File: src/design/srev_pkg.sv
`timescale 1ns / 1ps
// shared types, constants and default line lengths of the reverb unit
package srev_pkg;

   localparam int SAMPLE_W    = 16;
   localparam int LINE_W      = 20;
   localparam int COEF_W      = 17;
   localparam int FB_W        = 16;
   localparam int CSR_INDEX_W = 8;

   localparam int COMB_COUNT     = 4;
   localparam int COMB_WR_LAG    = 2;
   localparam int ALLPASS_WR_LAG = 1;

   localparam int DEF_COMB_DELAY_A    = 1116;
   localparam int DEF_COMB_DELAY_B    = 1188;
   localparam int DEF_COMB_DELAY_C    = 1277;
   localparam int DEF_COMB_DELAY_D    = 1356;
   localparam int DEF_ALLPASS_DELAY_A = 556;
   localparam int DEF_ALLPASS_DELAY_B = 441;

   localparam int Q16_ONE    = 65536;
   localparam int Q16_HALF   = 32768;
   localparam int Q16_SHIFT  = 16;
   localparam int FB_BASE    = 39322;
   localparam int FB_SPAN    = 19661;
   localparam int COMB_SHIFT = 2;
   localparam int COMB_ROUND = 2;

   localparam int LINE_MAX   = 524287;
   localparam int LINE_MIN   = -524288;
   localparam int SAMPLE_MAX = 32767;
   localparam int SAMPLE_MIN = -32768;

   localparam logic [CSR_INDEX_W-1:0] CSR_ROOM_SCALE = CSR_INDEX_W'(0);
   localparam logic [CSR_INDEX_W-1:0] CSR_WET_MIX    = CSR_INDEX_W'(1);

   typedef logic signed [LINE_W-1:0] line_word_type;

   typedef struct packed {
      logic step;
      logic rd_valid;
      logic wr_valid;
   } line_ctl_type;

   typedef struct packed {
      logic signed [SAMPLE_W-1:0] sample;
      logic                       block_end;
   } result_type;

endpackage

File: src/design/srev_out_skid.sv
`timescale 1ns / 1ps
// output register with a one-item skid stage that frees the pipeline from rsp_ready
module srev_out_skid (
   input  logic                 clock,
   input  logic                 reset,
   input  logic                 in_valid,
   output logic                 in_ready,
   input  srev_pkg::result_type in_item,
   output logic                 rsp_valid,
   input  logic                 rsp_ready,
   output srev_pkg::result_type rsp_item
);
   import srev_pkg::*;

   logic       rsp_valid_ff, skid_valid_ff, rsp_free;
   result_type rsp_item_ff, skid_item_ff;

   assign rsp_free  = !rsp_valid_ff || rsp_ready;
   assign in_ready  = !skid_valid_ff;
   assign rsp_valid = rsp_valid_ff;
   assign rsp_item  = rsp_item_ff;

   always_ff @(posedge clock) begin
      if (reset) begin
         rsp_valid_ff  <= 1'b0;
         skid_valid_ff <= 1'b0;
      end else if (rsp_free) begin
         if (skid_valid_ff) begin
            rsp_valid_ff  <= 1'b1;
            skid_valid_ff <= 1'b0;
         end else begin
            rsp_valid_ff <= in_valid;
         end
      end else if (!skid_valid_ff && in_valid) begin
         skid_valid_ff <= 1'b1;
      end
   end

   always_ff @(posedge clock) begin
      if (rsp_free) begin
         rsp_item_ff <= skid_valid_ff ? skid_item_ff : in_item;
      end else if (!skid_valid_ff) begin
         skid_item_ff <= in_item;
      end
   end

   a_skid_order: assert property (@(posedge clock) disable iff (reset)
      skid_valid_ff |-> rsp_valid_ff)
      else $error("skid holds an item while the output register is empty");

   a_skid_hold: assert property (@(posedge clock) disable iff (reset)
      skid_valid_ff && !rsp_ready |=> skid_valid_ff && $stable(skid_item_ff))
      else $error("skid item lost while output stalled");

endmodule

File: config.mk
export PLATFORM = sky130hd
export DESIGN_NAME = srev_out_skid
export DESIGN_NICKNAME = d
export VERILOG_FILES = /design/src/design/srev_pkg.sv /design/src/design/srev_out_skid.sv
export SDC_FILE = /design/constraint.sdc
export NUM_CORES = 1
export LEC_CHECK = 0
export ABC_AREA = 1
export BUFFER_PORTS_ARGS = -buffer_cell sky130_fd_sc_hd__buf_4
export CORE_ASPECT_RATIO = 0.75
export CORE_MARGIN = 4
export CORE_UTILIZATION = 36
export DETAILED_ROUTE_END_ITERATION = 16
export PLACE_DENSITY_LB_ADDON = 0.12
export SKIP_CTS_REPAIR_TIMING = 1
export SLEW_MARGIN = 10
export SYNTH_ARGS = -nofsm -noshare
export SYNTH_HDL_FRONTEND = slang
export SYNTH_SLANG_ARGS = --single-unit
File: constraint.sdc
create_clock -name clock -period 1.65 [get_ports clock]
set_input_delay 0.33 -clock clock [delete_from_list [all_inputs] [get_ports clock]]
set_output_delay 0.33 -clock clock [all_outputs]
set_load 0.05 [all_outputs]
=== Word-level counts from Yosys, hierarchy flattened ===
Index checks and enable logic that the tools add are counted.

* Mux-type cells: 2
* Reductions and logical operators: 5

{| class="wikitable"
|+ Operator list
! operator !! number
|-
| two-way mux 17 bit || 1
|-
| zero test 1 bit || 2
|-
| OR reduction 2 bit || 1
|-
| logical AND 1 bit || 1
|-
| logical OR 1 bit || 1
|-
| two-way mux 1 bit || 1
|}

* Flip-flop bits (word level): 36
* Input port bits: 21
* Logic and storage cells: 13
* Output and inout port bits: 19

=== Depth between registers and ports, before layout ===
Gate-level depths: netlist of run 1.

* Depth after elaboration: 3
* Mapped depth: 4

=== Worst setup path after synthesis of run 1 ===
Ideal clock, no wire load.

* Path type: register to register
* Start: register rsp_valid_ff (netlist: rsp_valid)
* End: register skid_item_ff[0] in the netlist's numbering, enable pin
* Path slack: -0.325 ns
* Data arrival time: 1.604 ns
* Cell stages (with the launch flop): 3
* Path buffers: 0
* Cell sequence: dfxtp_1 > nand2_1 > inv_1

* Word-level cells in the longest chain between the ends: 2

{| class="wikitable"
|+ RTL lines
! item !! line !! RTL
|-
| from (decl) || srev_out_skid.sv:15 || <nowiki>logic rsp_valid_ff, skid_valid_ff, rsp_free;</nowiki>
|-
| from (signal assigned) || srev_out_skid.sv:32 || <nowiki>rsp_valid_ff <= in_valid;</nowiki>
|-
| zero test 1 bit || srev_out_skid.sv:18 || <nowiki>assign rsp_free = !rsp_valid_ff || rsp_ready;</nowiki>
|-
| logical OR 1 bit || srev_out_skid.sv:18 ||
|-
| via rsp_free || srev_out_skid.sv:15 ||
|-
| to (signal assigned) || srev_out_skid.sv:43 || <nowiki>skid_item_ff <= in_item;</nowiki>
|-
| to (decl) || srev_out_skid.sv:16 || <nowiki>result_type rsp_item_ff, skid_item_ff;</nowiki>
|}

The timed path passes the listed nets, and every way through them passes these cells.
A chain may end at the register's enable or synchronous reset.

=== Worst setup path in the final report of run 1 ===
* Start: register skid_valid_ff
* End: output port in_ready

* Word-level cells in the longest chain between the ends: 1

{| class="wikitable"
|+ RTL lines
! item !! line !! RTL
|-
| from (decl) || srev_out_skid.sv:15 ||
|-
| from (signal assigned) || srev_out_skid.sv:26 || <nowiki>skid_valid_ff <= 1'b0;</nowiki>
|-
| from (signal assigned) || srev_out_skid.sv:30 || <nowiki>skid_valid_ff <= 1'b0;</nowiki>
|-
| from (signal assigned) || srev_out_skid.sv:35 || <nowiki>skid_valid_ff <= 1'b1;</nowiki>
|-
| zero test 1 bit || - ||
|-
| to (decl) || srev_out_skid.sv:7 || <nowiki>output logic in_ready,</nowiki>
|}

No other way between the ends.

==> results of run 1 <==
[state kept, by name, indices dropped and copies added, names as in the netlist]
| signal | cells |
|---|---|
| rsp_valid | 1 |
| skid_valid_ff | 1 |
| skid_item_ff | 17 |
| rsp_item | 17 |
[per-stage QoR]
stage               hold WS, ns  cells  total power, mW  cell area [um2]  util, %
finish                    0.278    197             1.97             1760     51.4
global route              0.310    197             2.05             1760     51.4
CTS                       0.273    197             1.99             1760     51.4
detailed placement        0.525    189             1.41             1680     49.0
global placement          0.511    189             1.40             1680     49.0
floorplan                 0.455    100             1.29             1340        -
[cell usage in the layout (no fill, tap or decap)]
cell         n
clkinvlp_4   1
inv_2        1
inv_1        2
clkbuf_8     5
nand3_1      1
buf_4       42
nor2_1       2
dfxtp_1      2
nand2_2      2
nand2_1     51
o21ai_0      1
clkbuf_1     3
edfxtp_1    34
[report_power, final]
part	total, mW	switching [mW]	internal [mW]
combinational	0.298	0.204	0.0938
clock	0.583	0.283	0.300
sequential	1.08	0.0162	1.07
[worst reg2reg max path: stages, from the launching register on]
cell,delay (ns)
dfxtp_1,0.33
nand2_2,0.10
clkinvlp_4,0.32
[path summary, 6_finish.rpt]
kind / start / end / slack (ns) / cells past startpoint
max reg2reg: rsp_valid / skid_item_ff[14] / 0.54 / 2
min: in_valid / rsp_valid / 0.28 / 3
min reg2reg: rsp_valid / skid_valid_ff / 0.53 / 2
max: skid_valid_ff / in_ready / 0.31 / 2
[logic make-up (layout without fill, tap and decap cells)]
group | after synthesis | count (layout) | share of synthesized area (%)
AOI/OAI and AO/OA | 1 | 1 | 0.374
buffers and inverters | 7 | 54 | 4.30
DFF | 36 | 36 | 79.3
and+or+nand+nor | 56 | 56 | 16.0
[area by class of cell]
class / count / area share [%]
clock buffers: 8 / 4.55
flip-flops and latches: 36 / 60.3
well taps: 50 / 3.56
repair buffers: 42 / 17.9
inverters: 4 / 1.07
multi-input cells: 57 / 12.6
[routing by layer]
layer | up-vias | track usage (%) | wire, um
met3 | 5 | 4.90 | 166
met4 | 0 | 6.73 | 40
met5 | - | 0 | 0
met2 | 24 | 19.1 | 1140
met1 | 385 | 13.6 | 1080
li1 | 428 | - | -
==> results.cfg, run 1 <==
[floorplanning]
io_pins = 40
row_count = 18
die_h_um = 60.8
die_x_um = 78.4
start_util_pct = 39.1
dieArea_um2 = 4760
core_um2 = 3420

[setup_path]
path_max_fanout = 12
crit_chain = inv_2 > buf_4
cp-end-kind = output port
slowest_stage = dfxtp_1
critPathRequiredTime_ns = 1.32
critPathTopFamily = buffers and inverters
crit_path_start_kind = flip-flop
cpPeakStageDelay_ns = 0.32
critPathArrivalTime_ns = 1.01
path_buf_inv = 2
crit_type = flip-flop to output port

[synth]
synth-edff-count = 34
synth_fp_nets = 121
avgSynthCellArea_um2 = 13.4
synthTopCellsByCount = nand2_1, edfxtp_1, inv_1
ys_async_sr_fraction_pct = 0
synthTopCellsByArea = edfxtp_1, nand2_1, dfxtp_1, buf_6, buf_12
synth_area_um2 = 1340
ys_types = 11
ys.flop_type = edfxtp_1
synth_warnings = 0
netlist_instances = 100
ys_ff_latch = 36
yosysSeqAreaShare_pct = 79.3
yosysMostFrequentCell = nand2_1
synth_top_area_share_pct = 76.3
synth_top_area_cell = edfxtp_1

[detailed_routing]
via_per_inst = 4.27
drt_drc_violations_left = 0
num_vias = 842
drtPass1Iterations = 2
wl_per_cell_um = 12.4
ant_nets = 0
finalWirelength_um = 2430
drt_iter0_markers = 75

[placement]
port_buffers = 39
gp_congestion = 0.644
dp_worst_setup_slack_ns = 0.419
dp_hpwl_um = 1670

[timing]
setup_tns_ns = 0
final-setup-viol-count = 0
timing.final.hold_violations = 0
tightestPinTransition_ns = 0.356
finClkSkew_ns = 0.00376
rsz0062_at_grt = no
post-route-period-util_pct = 80.9
maxSlewViolCount = 0
setup_slack_ns = 0.315
maxSlewHeadroom_pct = 76.2
fmax_mhz = 749
fin_crit_ns = 1.34

[global_routing]
grt_pass1_vias = 893
overflow = 0
grt_max_degree = 20
track_usage_pct = 11.8
grt_antenna_before_repair = 0
grt_pass1_wl_um = 4150

[clocking]
cts_tree = built
htree_levels = 2
path_clk_slew_ns = 0.06
clockBufferDepth = 2
root_buffer = clkbuf_8
clock_latency_ns = 0.28
cts_buffers = 5
clock-sinks = 36

[worst_hold_path]
hold_class = input port to flip-flop

[finish]
multi_input_area_um2 = 221
fillerInstances = 324
regArea_um2 = 1060
diodes = 0
drive_above_1_share_pct = 34.7
syn_to_final_growth_pct = 31.5
fin_nets = 167

[power]
p_leak_nw = 0.760
powerDensity_nw_per_um2 = 1120
ir_worst_vdd_mv = 0.576

[flow_run]
cap_viol_max_count = 0

[status]
status = complete, no violations
No activity file was read; power rests on OpenSTA's default activity.
==> run 2, diff against run 1 <==
Clock period 1.65 ns to 1.3 ns, I/O delays scaled along.
==> results.cfg, run 2 (synthesized netlist as in run 1, its figures left out) <==
[floorplanning]
start_util_pct = 39.1
die_x_um = 78.4
dieArea_um2 = 4760
core_um2 = 3420
row_count = 18
io_pins = 40
die_h_um = 60.8

[global_routing]
grt_pass1_vias = 871
grt_pass1_wl_um = 4030
track_usage_pct = 12.0
overflow = 0
grt_antenna_before_repair = 0
grt_max_degree = 20

[clocking]
cts_tree = built
clockBufferDepth = 2
root_buffer = clkbuf_8
path_clk_slew_ns = 0.06
cts_buffers = 5
clock-sinks = 36
clock_latency_ns = 0.28
htree_levels = 2

[setup_path]
critPathRequiredTime_ns = 1.04
crit_chain = inv_2 > buf_4
critPathTopFamily = flip-flops
path_buf_inv = 2
cp-end-kind = output port
path_max_fanout = 4
crit_path_start_kind = flip-flop
r2r_start = skid_valid_ff
slowest_stage = dfxtp_1
crit_type = flip-flop to output port
cpPeakStageDelay_ns = 0.32
critPathArrivalTime_ns = 0.90
cp-startpoint = skid_valid_ff

[detailed_routing]
drt_iter0_markers = 66
drt_drc_violations_left = 0
drtPass1Iterations = 4
num_vias = 855
via_per_inst = 4.23
ant_nets = 0
finalWirelength_um = 2520
wl_per_cell_um = 12.5

[placement]
port_buffers = 39
dp_hpwl_um = 1860
placed_cell_area_um2 = 1720
gp_congestion = 0.743
dp_worst_setup_slack_ns = 0.229

[timing]
final-setup-viol-count = 0
rsz0062_at_grt = no
setup_tns_ns = 0
timing.final.hold_violations = 0
setup_slack_ns = 0.142
fin_crit_ns = 1.16
post-route-period-util_pct = 89.1
fmax_mhz = 864
maxSlewHeadroom_pct = 87.0
finClkSkew_ns = 0.00289
maxSlewViolCount = 0
tightestPinTransition_ns = 0.195

[finish]
syn_to_final_growth_pct = 34.8
multi_input_area_um2 = 226
final_core_util_pct = 52.7
fin_nets = 172
final_common_cell = nand2_1
fillerInstances = 329
drive_above_1_share_pct = 37.5
diodes = 0
regArea_um2 = 1060
most-common-layout-cells = nand2_1, buf_4, edfxtp_1
fin_area_um2 = 1800

[status]
status = complete, no violations

[flow_run]
cap_viol_max_count = 0

[worst_hold_path]
hold_class = input port to flip-flop
hp-start = in_valid

[power]
ir_worst_vdd_mv = 0.634
p_leak_nw = 0.789
powerDensity_nw_per_um2 = 1390
==> run 2: worst register-to-register path, stage by stage, from the launching register on <==
cell and delay, ns:
dfxtp_1 0.34, inv_2 0.07, buf_4 0.16, nand2_1 0.07
nand2_1 0.07
==> run 2: path summary, 6_finish.rpt <==
check,cells after the start,slack [ns],to
setup / recovery,2,0.14,in_ready
hold / removal,3,0.21,skid_valid_ff
setup reg to reg,4,0.34,rsp_item[6]
hold reg to reg,2,0.53,skid_valid_ff
==> run 2: per-layer routing <==
metal	track usage (%)	up-vias	part of all wire [%]
li1	-	431	-
met1	13.3	387	43
met2	19.0	29	47
met3	5.34	8	6.8
met4	7.98	0	2.6
met5	0	-	0
==> run 2: area by class of cell <==
type | count | share of cell area [%]
sequential | 36 | 58.9
timing repair buffer | 47 | 19.6
multi-input combinational | 57 | 12.6
clock buffer | 8 | 4.44
tap | 50 | 3.47
inverter | 4 | 1.04
==> run 2: per-stage QoR <==
stage          total power, mW  hold WS, ns  instances
2_1_floorplan             1.65        0.385        100
5_1_grt                   2.61        0.207        202
4_1_cts                   2.54        0.199        202
3_5_place_dp              1.80        0.497        194
6_report                  2.51        0.209        202
3_3_place_gp              1.79        0.482        194
==> run 2: report_power, final <==
part	total (mW)	switching, mW	internal [mW]
clock network	0.739	0.359	0.380
logic	0.391	0.263	0.128
registers	1.38	0.0214	1.36
total	2.51	0.643	1.86
==> run 3, diff against run 2 <==
Settings changed: CORE_ASPECT_RATIO 0.75 to not set, CORE_MARGIN 4 to not set.
==> results.cfg, run 3 (synthesized netlist as in run 1, its figures left out) <==
[status]
status = complete, no violations

[detailed_routing]
drtPass1Iterations = 4
num_vias = 816
drt_iter0_markers = 37
wl_per_cell_um = 11.5
finalWirelength_um = 2230
ant_nets = 0
via_per_inst = 4.23
drt_drc_violations_left = 0

[global_routing]
grt_busiest_layer = met2
met3_usage_pct = 6.02
overflow = 0
met1_usage_pct = 15.8
grt_pass1_wl_um = 3700
grt_use_met2_pct = 19.6
grt_max_degree = 20
grt_pass1_vias = 823
grt_antenna_before_repair = 0
track_usage_pct = 12.8

[timing]
fmax_mhz = 818
rsz0062_at_grt = no
tightestPinTransition_ns = 0.342
setup_slack_ns = 0.0779
maxSlewViolCount = 0
finClkSkew_ns = 0.00510
maxSlewHeadroom_pct = 77.2
post-route-period-util_pct = 94.0
fin_crit_ns = 1.22
timing.final.hold_violations = 0
final-setup-viol-count = 0
setup_tns_ns = 0

[setup_path]
rrSetupSlack_ns = 0.23
r2r_start = rsp_valid
cpPeakStageDelay_ns = 0.32
timing.rr.end = skid_item_ff[6]
path_max_fanout = 11
path_buf_inv = 2
crit_chain = inv_2 > buf_6
cp-end-kind = output port
crit_path_start_kind = flip-flop
reg2reg_depth = 2
critPathRequiredTime_ns = 1.04
crit_type = flip-flop to output port
slowest_stage = dfxtp_1
critPathTopFamily = buffers and inverters
critPathArrivalTime_ns = 0.96

[power]
p_switching_uw = 659
switching_share_pct = 24.4
ir_worst_vdd_mv = 0.972
seqPwrFrac_pct = 50.9
p_leak_nw = 0.783
p_clk_share_pct = 35.1
pwr-share-comb_pct = 14.0
powerDensity_nw_per_um2 = 1510
internal-power_mw = 2.04
p_total_mw = 2.70

[clocking]
cts_tree = built
clock_latency_ns = 0.28
htree_levels = 2
clockBufferDepth = 2
cts_buffers = 5
root_buffer = clkbuf_8
path_clk_slew_ns = 0.07
clock-sinks = 36

[finish]
diodes = 0
drive_above_1_share_pct = 36.7
fin_nets = 167
syn_to_final_growth_pct = 34.0
most-common-layout-cells = nand2_1, buf_4, edfxtp_1
final_common_cell = nand2_1

[floorplanning]
die_h_um = 63.0
core_um2 = 3440
die_x_um = 63.0
row_count = 21
io_pins = 40
start_util_pct = 38.9
dieArea_um2 = 3960

[worst_hold_path]
hold_class = input port to flip-flop
whs_path_depth = 3
hp-start = in_valid
worstHoldEndpoint = rsp_valid

[placement]
dp_worst_setup_slack_ns = 0.165
dp_hpwl_um = 1500
gp_congestion = 0.638
port_buffers = 39

[flow_run]
cap_viol_max_count = 0
[run 3: cell count changes in the layout (fill, tap and decap cells not counted), sizes merged]
| cell | previous run | this run |
|---|---|---|
| buf | 47 | 42 |
| clkbuf | 8 | 6 |
| bufinv | 0 | 1 |
| clkinv | 0 | 1 |
[run 3: how the worst max path moves through the flow]
stage,to,cells after the start,startpoint
after floorplan,skid_item_ff[0],2,rsp_valid
final,in_ready,2,skid_valid_ff
after CTS,in_ready,2,skid_valid_ff
after global routing,in_ready,2,skid_valid_ff
after detailed placement,skid_item_ff[5],4,rsp_ready
after global placement,skid_item_ff[10],4,rsp_ready
[run 3: cell type report]
class,count,area (um2)
tap,46,57.6
multi-input combinational,57,226
inverter,4,18.8
sequential,36,1060
timing repair buffer,42,319
clock inverter,2,35.0
clock buffer,6,72.6
fill,306,1650
[run 3: per-stage QoR]
step | cells | util, % | hold WS, ns | cell area [um2]
after floorplan | 100 | - | 0.385 | 1350
after global placement | 185 | 48.8 | 0.483 | 1680
after detailed placement | 185 | 48.8 | 0.507 | 1680
after CTS | 193 | 51.9 | 0.212 | 1790
after global routing | 193 | 52.1 | 0.214 | 1790
final | 193 | 52.1 | 0.216 | 1790
[run 3: worst min-delay path, delay by kind of cell]
family / cells / cell delay (ns)
compound gates: 1 / 0.07
buf+inv: 1 / 0.09
simple gates: 1 / 0.05
[run 3: power by group through the flow]
stage               Clock [mW]  Sequential, mW  Combinational, mW
detailed placement           0            1.40              0.382
floorplan                    0            1.58             0.0709
global route              1.04            1.38              0.402
global placement             0            1.40              0.381
finish                   0.948            1.38              0.379
CTS                      0.955            1.38              0.383
[run 3: routing by layer]
metal | part of all wire [%] | vias up | wire length (um)
li1 | - | 425 | -
met1 | 47 | 363 | 1050
met2 | 46 | 28 | 1030
met3 | 6.9 | 0 | 153
met4 | 0 | 0 | 0
met5 | 0 | - | 0
